## src/rtl/dtb_pkg.sv

```systemverilog
// ----------------------------------------------------------------------------
// dtb_pkg
// Shared types, constants and helpers for the dual token bucket limiter.
// ----------------------------------------------------------------------------
package dtb_pkg;

    localparam int TS_W     = 48;
    localparam int SIZE_W   = 16;
    localparam int RATE_W   = 32;
    localparam int BURST_W  = 16;
    localparam int GAP_W    = 32;
    localparam int TOKEN_W  = 32;
    localparam int CREDIT_W = 44;
    localparam int FRAC_W   = 16;
    localparam int ADD_W    = RATE_W + GAP_W;
    localparam int BADD_W   = CREDIT_W + SIZE_W;
    localparam int CFG_IDX_W  = 2;
    localparam int CFG_DATA_W = 32;

    localparam logic [SIZE_W-1:0]   COMMAND_BYTES = 16'd4096;
    localparam logic [TOKEN_W-1:0]  ONE_TOKEN     = 32'h0001_0000;
    localparam logic [CREDIT_W-1:0] CREDIT_MAX    = {CREDIT_W{1'b1}};

    // Register indexes
    localparam logic [CFG_IDX_W-1:0] REG_REFILL_RATE = 2'd0;
    localparam logic [CFG_IDX_W-1:0] REG_BURST_SIZE  = 2'd1;
    localparam logic [CFG_IDX_W-1:0] REG_MAX_GAP     = 2'd2;

    localparam logic [RATE_W-1:0]  RESET_REFILL_RATE = 32'd65;
    localparam logic [BURST_W-1:0] RESET_BURST_SIZE  = 16'd8;
    localparam logic [GAP_W-1:0]   RESET_MAX_GAP     = 32'd10000000;

    typedef struct packed {
        logic [RATE_W-1:0]   refill_rate;
        logic [BURST_W-1:0]  burst_size;
        logic [GAP_W-1:0]    max_gap;
        logic [CREDIT_W-1:0] byte_cap;
    } cfg_t;

    // Byte cap in Q28.16, saturated to the credit width.
    function automatic logic [CREDIT_W-1:0] byte_cap_of(input logic [BURST_W-1:0] burst);
        logic [BURST_W+SIZE_W-1:0]        prod;
        logic [BURST_W+SIZE_W+FRAC_W-1:0] cap;
        prod = (BURST_W+SIZE_W)'(burst) * (BURST_W+SIZE_W)'(COMMAND_BYTES);
        cap  = {prod, {FRAC_W{1'b0}}};
        if (cap > (BURST_W+SIZE_W+FRAC_W)'(CREDIT_MAX))
            return CREDIT_MAX;
        else
            return cap[CREDIT_W-1:0];
    endfunction

endpackage

```

## src/rtl/dtb_cfg.sv

```systemverilog
// ----------------------------------------------------------------------------
// dtb_cfg
// Configuration registers, with the byte cap worked out at write time.
// ----------------------------------------------------------------------------
module dtb_cfg
    import dtb_pkg::*;
(
    input  logic                  clk,
    input  logic                  rst_n,
    input  logic                  cfg_write,
    input  logic [CFG_IDX_W-1:0]  cfg_index,
    input  logic [CFG_DATA_W-1:0] cfg_data,
    output cfg_t                  cfg
);

    cfg_t cfg_reg;
    cfg_t cfg_next;

    always_comb
    begin
        cfg_next = cfg_reg;
        if (cfg_write)
        begin
            case (cfg_index)
                REG_REFILL_RATE: cfg_next.refill_rate = cfg_data[RATE_W-1:0];
                REG_BURST_SIZE:
                begin
                    cfg_next.burst_size = cfg_data[BURST_W-1:0];
                    cfg_next.byte_cap   = byte_cap_of(cfg_data[BURST_W-1:0]);
                end
                REG_MAX_GAP:     cfg_next.max_gap = cfg_data[GAP_W-1:0];
                default:         cfg_next = cfg_reg;
            endcase
        end
    end

    always_ff @(posedge clk or negedge rst_n)
    begin
        if (!rst_n)
        begin
            cfg_reg.refill_rate <= RESET_REFILL_RATE;
            cfg_reg.burst_size  <= RESET_BURST_SIZE;
            cfg_reg.max_gap     <= RESET_MAX_GAP;
            cfg_reg.byte_cap    <= byte_cap_of(RESET_BURST_SIZE);
        end
        else
        begin
            cfg_reg <= cfg_next;
        end
    end

    assign cfg = cfg_reg;

endmodule

```

## src/rtl/dtb_core.sv

```systemverilog
// ----------------------------------------------------------------------------
// dtb_core
// Bucket state and the combinational refill, grant and debit logic.
// ----------------------------------------------------------------------------
module dtb_core
    import dtb_pkg::*;
(
    input  logic              clk,
    input  logic              rst_n,
    input  cfg_t              cfg,
    input  logic              step,
    input  logic [TS_W-1:0]   timestamp,
    input  logic [SIZE_W-1:0] request_size,
    output logic              grant
);

    logic                started_reg;
    logic [TS_W-1:0]     last_time_reg;
    logic [TOKEN_W-1:0]  tokens_reg;
    logic [CREDIT_W-1:0] credit_reg;

    logic                started_next;
    logic [TS_W-1:0]     last_time_next;
    logic [TOKEN_W-1:0]  tokens_next;
    logic [CREDIT_W-1:0] credit_next;

    logic                oversize;
    logic [TOKEN_W-1:0]  tcap;
    logic [TOKEN_W-1:0]  tokens_base;
    logic [CREDIT_W-1:0] credit_base;
    logic [TS_W-1:0]     last_base;
    logic                ts_ahead;
    logic [TS_W-1:0]     dt_raw;
    logic [GAP_W-1:0]    dt;
    logic [ADD_W-1:0]    add;
    logic [TOKEN_W:0]    tok_sum;
    logic [TOKEN_W-1:0]  tok_refill;
    logic                add_big;
    logic [BADD_W-1:0]   badd;
    logic [CREDIT_W:0]   cr_sum;
    logic [CREDIT_W-1:0] cr_refill;
    logic [TOKEN_W-1:0]  need;

    always_comb
    begin
        oversize = request_size > COMMAND_BYTES;
        tcap     = {cfg.burst_size, {FRAC_W{1'b0}}};

        // First beat fills both buckets and pins the time base
        tokens_base = started_reg ? tokens_reg    : tcap;
        credit_base = started_reg ? credit_reg    : cfg.byte_cap;
        last_base   = started_reg ? last_time_reg : timestamp;

        ts_ahead = timestamp > last_base;
        dt_raw   = timestamp - last_base;
        if (!ts_ahead)
            dt = '0;
        else if (dt_raw > TS_W'(cfg.max_gap))
            dt = cfg.max_gap;
        else
            dt = dt_raw[GAP_W-1:0];

        add = ADD_W'(dt) * ADD_W'(cfg.refill_rate);

        tok_sum = (TOKEN_W+1)'(tokens_base) + (TOKEN_W+1)'(add[TOKEN_W-1:0]);
        if (add >= ADD_W'(tcap))
            tok_refill = tcap;
        else if (tok_sum > (TOKEN_W+1)'(tcap))
            tok_refill = tcap;
        else
            tok_refill = tok_sum[TOKEN_W-1:0];

        // Scale to bytes; anything past the credit width already saturates
        add_big = |add[ADD_W-1:CREDIT_W];
        badd    = BADD_W'(add[CREDIT_W-1:0]) * BADD_W'(COMMAND_BYTES);
        cr_sum  = (CREDIT_W+1)'(credit_base) + (CREDIT_W+1)'(badd[CREDIT_W-1:0]);
        if (add_big || badd >= BADD_W'(cfg.byte_cap))
            cr_refill = cfg.byte_cap;
        else if (cr_sum > (CREDIT_W+1)'(cfg.byte_cap))
            cr_refill = cfg.byte_cap;
        else
            cr_refill = cr_sum[CREDIT_W-1:0];

        need  = {request_size, {FRAC_W{1'b0}}};
        grant = !oversize && (tok_refill >= ONE_TOKEN)
                && (cr_refill >= CREDIT_W'(need));

        started_next   = started_reg;
        last_time_next = last_time_reg;
        tokens_next    = tokens_reg;
        credit_next    = credit_reg;
        if (step && !oversize)
        begin
            started_next   = 1'b1;
            last_time_next = ts_ahead ? timestamp : last_base;
            tokens_next    = grant ? tok_refill - ONE_TOKEN : tok_refill;
            credit_next    = grant ? cr_refill - CREDIT_W'(need) : cr_refill;
        end
    end

    always_ff @(posedge clk or negedge rst_n)
    begin
        if (!rst_n)
        begin
            started_reg   <= 1'b0;
            last_time_reg <= '0;
            tokens_reg    <= '0;
            credit_reg    <= '0;
        end
        else
        begin
            started_reg   <= started_next;
            last_time_reg <= last_time_next;
            tokens_reg    <= tokens_next;
            credit_reg    <= credit_next;
        end
    end

endmodule

```

## src/rtl/dual_token_bucket_limiter.sv

```systemverilog
// ----------------------------------------------------------------------------
// dual_token_bucket_limiter
// Request/byte rate limiter: input register, bucket update, result register.
// ----------------------------------------------------------------------------
//  channel  | direction | handshake            | payload
//  ---------+-----------+----------------------+---------------------------
//  in       | in        | in_valid / in_ready  | timestamp, request_size
//  out      | out       | out_valid / out_ready| granted
//  cfg      | in        | cfg_write            | cfg_index, cfg_data
//
//  One request per cycle while the out channel is not stalled; a request
//  passes the input register and the result register before out_valid rises.
//  The rate is set by the bucket update loop (multiply, saturating
//  adds, compare) that each request must close before the next one reads it.
//  Reset restores the register defaults; the first request fills the buckets.
//  A stalled out channel holds the result; one more beat waits in the input
//  register, then in_ready drops.
// ----------------------------------------------------------------------------
module dual_token_bucket_limiter
    import dtb_pkg::*;
(
    input  logic                  clk,
    input  logic                  rst_n,
    input  logic                  in_valid,
    output logic                  in_ready,
    input  logic [TS_W-1:0]       timestamp,
    input  logic [SIZE_W-1:0]     request_size,
    output logic                  out_valid,
    input  logic                  out_ready,
    output logic                  granted,
    input  logic                  cfg_write,
    input  logic [CFG_IDX_W-1:0]  cfg_index,
    input  logic [CFG_DATA_W-1:0] cfg_data
);

    cfg_t cfg;

    logic              s1_valid_reg;
    logic [TS_W-1:0]   s1_ts_reg;
    logic [SIZE_W-1:0] s1_size_reg;
    logic              out_valid_reg;
    logic              granted_reg;

    logic              s1_valid_next;
    logic              out_valid_next;
    logic              advance;
    logic              step;
    logic              grant;

    dtb_cfg u_cfg (
        .clk       (clk),
        .rst_n     (rst_n),
        .cfg_write (cfg_write),
        .cfg_index (cfg_index),
        .cfg_data  (cfg_data),
        .cfg       (cfg)
    );

    dtb_core u_core (
        .clk          (clk),
        .rst_n        (rst_n),
        .cfg          (cfg),
        .step         (step),
        .timestamp    (s1_ts_reg),
        .request_size (s1_size_reg),
        .grant        (grant)
    );

    always_comb
    begin
        advance        = !out_valid_reg || out_ready;
        step           = s1_valid_reg && advance;
        in_ready       = !s1_valid_reg || advance;
        s1_valid_next  = in_ready ? in_valid : s1_valid_reg;
        out_valid_next = advance ? s1_valid_reg : out_valid_reg;
    end

    always_ff @(posedge clk or negedge rst_n)
    begin
        if (!rst_n)
        begin
            s1_valid_reg  <= 1'b0;
            out_valid_reg <= 1'b0;
        end
        else
        begin
            s1_valid_reg  <= s1_valid_next;
            out_valid_reg <= out_valid_next;
        end
    end

    always_ff @(posedge clk)
    begin
        if (in_valid && in_ready)
        begin
            s1_ts_reg   <= timestamp;
            s1_size_reg <= request_size;
        end
        if (step)
        begin
            granted_reg <= grant;
        end
    end

    assign out_valid = out_valid_reg;
    assign granted   = granted_reg;

endmodule

```

## config.mk

```make
export PLATFORM = sky130hd
export DESIGN_NAME = dual_token_bucket_limiter
export DESIGN_NICKNAME = d
export VERILOG_FILES = /design/src/rtl/dtb_pkg.sv /design/src/rtl/dtb_cfg.sv /design/src/rtl/dtb_core.sv /design/src/rtl/dual_token_bucket_limiter.sv
export SDC_FILE = /design/constraint.sdc
export NUM_CORES = 2
export LEC_CHECK = 0
export ABC_AREA = 1
export BUFFER_PORTS_ARGS = -buffer_cell sky130_fd_sc_hd__buf_4
export CAP_MARGIN = 25
export CORE_MARGIN = 8
export CORE_UTILIZATION = 30
export CTS_CLUSTER_SIZE = 16
export DETAILED_ROUTE_END_ITERATION = 7
export GPL_TIMING_DRIVEN = 0
export PLACE_DENSITY = 0.47
export SYNTH_ARGS = -nofsm -noshare
export SYNTH_HDL_FRONTEND = slang
export SYNTH_SLANG_ARGS = --single-unit
```

## constraint.sdc

```tcl
create_clock -name clk -period 17.35 [get_ports clk]
set_input_delay 1.735 -clock clk [delete_from_list [all_inputs] [get_ports clk]]
set_output_delay 1.735 -clock clk [all_outputs]
set_load 0.01 [all_outputs]
```

After elaboration in Yosys (flattened, before gate mapping)
Cells that the tools add are included.
W data, S select, Z words.
- flip-flop bits (word level): 316
- output and inout bits: 3
- input bits: 103
- reductions and logical operators: 16
- add/sub/neg operators: 5
- mux-type cells: 13
- magnitude comparators: 10
- eq/ne operators: 2
- $mul: 1
- operator list (cell ; count):
    $mux W44 ; 5
    $mux W32 ; 6
    $mux W48 ; 2
    $ge A64 B32 Y1 ; 1
    $mul A32 B32 Y64 ; 1
    $ge A56 B44 Y1 ; 1
    $gt A48 B32 Y1 ; 1
    $gt A48 B48 Y1 ; 1
    $sub A48 B48 Y48 ; 1
    $add A44 B44 Y45 ; 1
    $gt A45 B44 Y1 ; 1
    $ge A44 B32 Y1 ; 1
    $gt A44 B44 Y1 const B ; 1
    $sub A44 B32 Y44 ; 1
    $add A32 B32 Y33 ; 1
    $gt A33 B32 Y1 ; 1
    $ge A32 B17 Y1 const B ; 1
    $sub A32 B17 Y32 const B ; 1
    $reduce_or A20 Y1 ; 1
    $gt A16 B13 Y1 const B ; 1
    $reduce_and A2 Y1 ; 3
    $logic_and A1 B1 Y1 ; 5
    $logic_not A1 Y1 ; 3
    $logic_or A1 B1 Y1 ; 3
    3 further kinds ; 3

Depth between registers and ports, before layout
- word-level depth: 14
- gate-level depth with buffers: 111
- mapped depth without buffers: 104

Cells and area by module
From an unflattened synthesis, not the netlist that was laid out.
- cell total of the unflattened synthesis: 8490
- area, all modules: 60937.2 µm²
- by module, submodules not included (module ; area each (µm²) ; instances ; seq. area each (µm²) ; cells each):
    dtb_core ; 55191.7 ; 1 ; 3128.0 ; 8013
    dtb_cfg ; 3698.5 ; 1 ; 2015.7 ; 400
    dual_token_bucket_limiter ; 2047.0 ; 1 ; 2001.9 ; 77

Worst setup path after synthesis
OpenSTA, ideal clock, no wires.
- kind: reg2reg
- from: register u_core.started_reg
- to: register u_core.credit_reg[37]
- path buffers: 9
- path slack: 923 ps
- data arrival time: 16361 ps
- cell stages (with the launch flop): 108
- cell sequence: dfrtp_1 -> clkbuf_1 -> clkbuf_1 -> clkbuf_1 -> nand2_1 -> o21ai_0 -> inv_1 -> ha_1 -> fa_1 -> inv_1 -> nand2_1 -> nand2_1 -> nand3_1 -> nand2_1 -> nand2_1 -> nand2_1 -> a21oi_1 -> o21ai_0 -> [... 72 more ...] -> a21oi_1 -> nor2_1 -> nor2_1 -> o21ai_0 -> a21oi_1 -> inv_1 -> a21oi_1 -> o21ai_0 -> nand3_1 -> nand2_1 -> nand2_1 -> nand2_1 -> nor2_1 -> xor2_1 -> nand2_1 -> nand2_1 -> nand2_1 -> nand2_1
- longest elaborated chain between the ends: 14
- ends and longest elaborated chain (element ; line ; source):
    from (decl) ; dtb_core.sv:17 ; logic started_reg;
    from (signal assigned) ; dtb_core.sv:112 ; started_reg <= started_next;
    parallel branches: the longest is 13 deep, another holds $mul A32 B32 Y64 ; - ;
    $mux W44 * ; dtb_core.sv:97 ; credit_next = grant ? cr_refill - CREDIT_W'(need) : cr_refill;
    to (signal assigned) ; dtb_core.sv:115 ; credit_reg <= credit_next;
    to (decl) ; dtb_core.sv:20 ; logic [CREDIT_W-1:0] credit_reg;
Mark *: on every way between the ends.
A chain may end at the register's enable or synchronous reset.

Final worst setup path
- from: register u_core.started_reg
- to: register u_core.tokens_reg[24]
- longest elaborated chain between the ends: 14
- ends and longest elaborated chain (element ; line ; source):
    parallel branches: the longest is 13 deep, another holds $mul A32 B32 Y64 ; - ;
    $mux W32 * ; dtb_core.sv:96 ; tokens_next = grant ? tok_refill - ONE_TOKEN : tok_refill;
    to (signal assigned) ; dtb_core.sv:114 ; tokens_reg <= tokens_next;
    to (decl) ; dtb_core.sv:19 ; logic [TOKEN_W-1:0] tokens_reg;
Marked as above.

==> metrics.txt <==
slew at the pin closest to its max-slew limit=1130 ps; RePlAce Congestion=0.970; count of final setup violators=0; CP Data Required Time=17860 ps; post-synthesis share of cell area spent on full adders, half adders and majority gates=0.415; minimum setup slack in the final design=280 ps; reg2reg path depth=82; combinational family with the most area after synthesis=adder cells; worst-path cell with the longest stage delay=sky130_fd_sc_hd__fa_1; critical path depth in cells=82; drt pass-1 iters=6; cell area after technology mapping=57800 um^2; detailed-route via count=54.2k; largest stage delay on the critical path=630 ps; maximum net fanout on the critical path=10; Mapped Cells=7910; critical setup path kind=reg -> reg; Slew Viols, Final=0; portion of the clock cycle consumed by the worst path in the final layout=0.984; top-level port count=106; cell at the root of the clock tree=sky130_fd_sc_hd__clkbuf_16; worst skew pair latency=640 ps; overflow left after global routing=0; maximum number of pins on one net before global-route repair=111; antenna violations before repair=2; upper clock frequency limit=0.0586 GHz; part of the Yosys area used for sequential elements=0.124; Core Area=192000 um^2; overall die height=455 um; Die Area=207000 um^2; clk sinks=272; area fraction in compound gates after synthesis=0.0716; end of the critical path=u_core.tokens_reg[24]; parity-gate share of the synthesized area counting xor and xnor cells=0.0243; Top cell by count, worst path=sky130_fd_sc_hd__nand2_1; row count=161; Worst Setup End Kind=flip-flop; buffer depth of the longest clock path=3; HPWL after detailed placement=219 mm; smallest hold slack=481 ps; family with the most delay on the worst path=simple AND/OR/NAND/NOR gates; multiplexer share of the synthesized area=0; setup repair after global routing missed its margin=yes; Slew HR=0.244; worst reg-to-reg setup slack=280 ps; H-tree levels=1; launching instance or port of the critical path=u_core.started_reg; kind of start point of the critical path=flip-flop; count of buffering cells on the critical path with inverters included=20; TritonCTS clock tree=built; CP arrival=17580 ps; yosys warns=0; Tightest Hold Check Type=reg -> reg; Total Routed Length=262 mm; Iter 0 DRT Violations=4760; number of nets produced by synthesis=9387; result of the run=finished, final reports clean; worst clock skew=23.9 ps; endpoint of the most critical register-to-register path=u_core.tokens_reg[24]; Finished Core Util=0.364; Tmin final=17070 ps; Synth Area in Simple Gates=0.240; Post-CTS Hold Fix Bufs=0; TritonCTS Buffers=31; flops & latches, synth=272; via count of the first global-routing pass=55.8k; number of nets with antenna violations after routing=0; post-synthesis area per instance=7.30 um^2; fraction of layout instances using a drive strength above 1=0.146; Synth-to-Final Area Change=21.1%; placement-stage worst setup slack=-7130 ps; overall global routing resource usage=0.250; total DRC errors in the routed layout=0; post-DR vias/cell=4.97; final-stage net count=9821; count of maximum capacitance violations=0; first-pass GRT wire length=382 mm; I/O Buffers=105; clock-pin slew of the registers on the worst-case setup and hold paths=70 ps; initial core utilization=0.301; post-synth cell types=59; reg-to-reg startpoint=u_core.started_reg; Hold Violations, Final=0; wire length per cell=24.1 um; overall die width=455 um; max reg flops=80; count of fill cells added during filler insertion=20.4k
## logic make-up after synthesis
group | after synthesis
flip-flops | 272
XOR/XNOR | 160
AND/OR/NAND/NOR | 3428
AO/OA/AOI/OAI | 762
adder cells (fa/ha/maj) | 1374
buffers and inverters | 1914
## final cells by class
type | instances | area [um^2] | area share
multi-input cells | 5724 | 46600 | 0.667
flip-flops and latches | 272 | 7150 | 0.102
inverters | 1640 | 6320 | 0.0903
repair buffers | 406 | 3530 | 0.0505
well taps | 2526 | 3160 | 0.0452
plain buffers | 269 | 2020 | 0.0289
clock buffers | 41 | 895 | 0.0128
clock inverters | 17 | 233 | 0.00333
diodes | 4 | 10.0 | 0.000143
## what timing repair did
item,in CTS,in global routing
setup endpoints to repair,77,45
resized for setup,772,323
gates cloned,4,5
setup buffers,185,99
pin swaps,149,197
## per-layer routing
metal	track usage	wire length, um	share of wire
met1	0.333	112000	0.43
met2	0.408	119000	0.45
met3	0.0245	15500	0.059
met4	0.120	16300	0.062
met5	0	0	0
## Yosys cell counts, drive strengths merged
library cell  count  area (um^2)
xnor2            38          333
buf              41          249
o221ai            1         8.76
xor2            122         1070
o41ai             3         26.3
dfstp            11          289
nor4             19          125
a211o             2         17.5
a221oi            2         17.5
o21bai           15          113
clkinv           10         37.5
or2              32          200
nor3b             2         15.0
a31oi             8         50.1
o211ai           20          150
nor2            893         3480
and2              8         50.1
o31ai            11         82.6
a21o             22          165
a21boi            7         52.6
o21a             11         82.6
nand3           214         1120
nand4            77          497
fa              900        18000
nor3             42          225
or3b              1         8.76
dfrtp           196         4900
ha              474         5930
o21ai           358         1830
nand2          2121         7990
a211oi            3         22.5
edfxtp           65         1950
o2111ai           1         8.76
clkbuf          233          875
and3              3         18.8
nand3b           16          120
inv            1630         6120
a21oi           298         1510
## metrics by stage
| step | cell area [um^2] | setup TNS, ps | instances |
|---|---|---|---|
| after global placement | 61700 | -441990 | 10541 |
| after CTS | 67800 | 0 | 10795 |
| after detailed placement | 61900 | -433530 | 10550 |
| after floorplan | 57800 | 0 | 7910 |
| final | 70000 | 0 | 10899 |
| after global routing | 70000 | -15230 | 10895 |
## cells in the final DEF (no fill, tap or decap), types with 29 or more instances in the layout
| cell | n |
|---|---|
| sky130_fd_sc_hd__nand2_1 | 2014 |
| sky130_fd_sc_hd__inv_1 | 1553 |
| sky130_fd_sc_hd__fa_1 | 879 |
| sky130_fd_sc_hd__nor2_1 | 791 |
| sky130_fd_sc_hd__ha_1 | 399 |
| sky130_fd_sc_hd__buf_4 | 366 |
| sky130_fd_sc_hd__o21ai_0 | 286 |
| sky130_fd_sc_hd__a21oi_1 | 238 |
| sky130_fd_sc_hd__dfrtp_1 | 195 |
| sky130_fd_sc_hd__nand3_1 | 165 |
| sky130_fd_sc_hd__clkbuf_1 | 162 |
| sky130_fd_sc_hd__nand2_2 | 87 |
| sky130_fd_sc_hd__xor2_1 | 86 |
| sky130_fd_sc_hd__nand4_1 | 76 |
| sky130_fd_sc_hd__nor2_2 | 71 |
| sky130_fd_sc_hd__edfxtp_1 | 65 |
| sky130_fd_sc_hd__ha_4 | 59 |
| sky130_fd_sc_hd__clkbuf_16 | 56 |
| sky130_fd_sc_hd__inv_2 | 54 |
| sky130_fd_sc_hd__a21oi_2 | 45 |
| sky130_fd_sc_hd__nor3_1 | 34 |
| sky130_fd_sc_hd__nand3_4 | 31 |
| sky130_fd_sc_hd__o21ai_2 | 31 |
| sky130_fd_sc_hd__or2_2 | 30 |
| sky130_fd_sc_hd__nor2_4 | 29 |
| sky130_fd_sc_hd__clkbuf_8 | 29 |
## worst min path at each step
stage / startpoint / to / slack, ps / cells after the start
floorplan: s1_valid_reg / out_valid / 450 / 2
global placement: u_core.tokens_reg[2] / u_core.tokens_reg[2] / 470 / 2
detailed placement: s1_valid_reg / out_valid / 470 / 2
CTS: u_core.credit_reg[10] / u_core.credit_reg[10] / 490 / 2
global route: u_cfg.cfg[59] / u_cfg.cfg[59] / 500 / 2
finish: s1_valid_reg / out_valid / 480 / 2
## worst min-delay path, cell delays in order, from the launching register on
cell	delay, ps
sky130_fd_sc_hd__dfrtp_1	340
sky130_fd_sc_hd__inv_1	50
sky130_fd_sc_hd__nand2_1	60
Power is not shown: default switching activity piles up to over one toggle a cycle in this logic, so the estimate is an artifact.
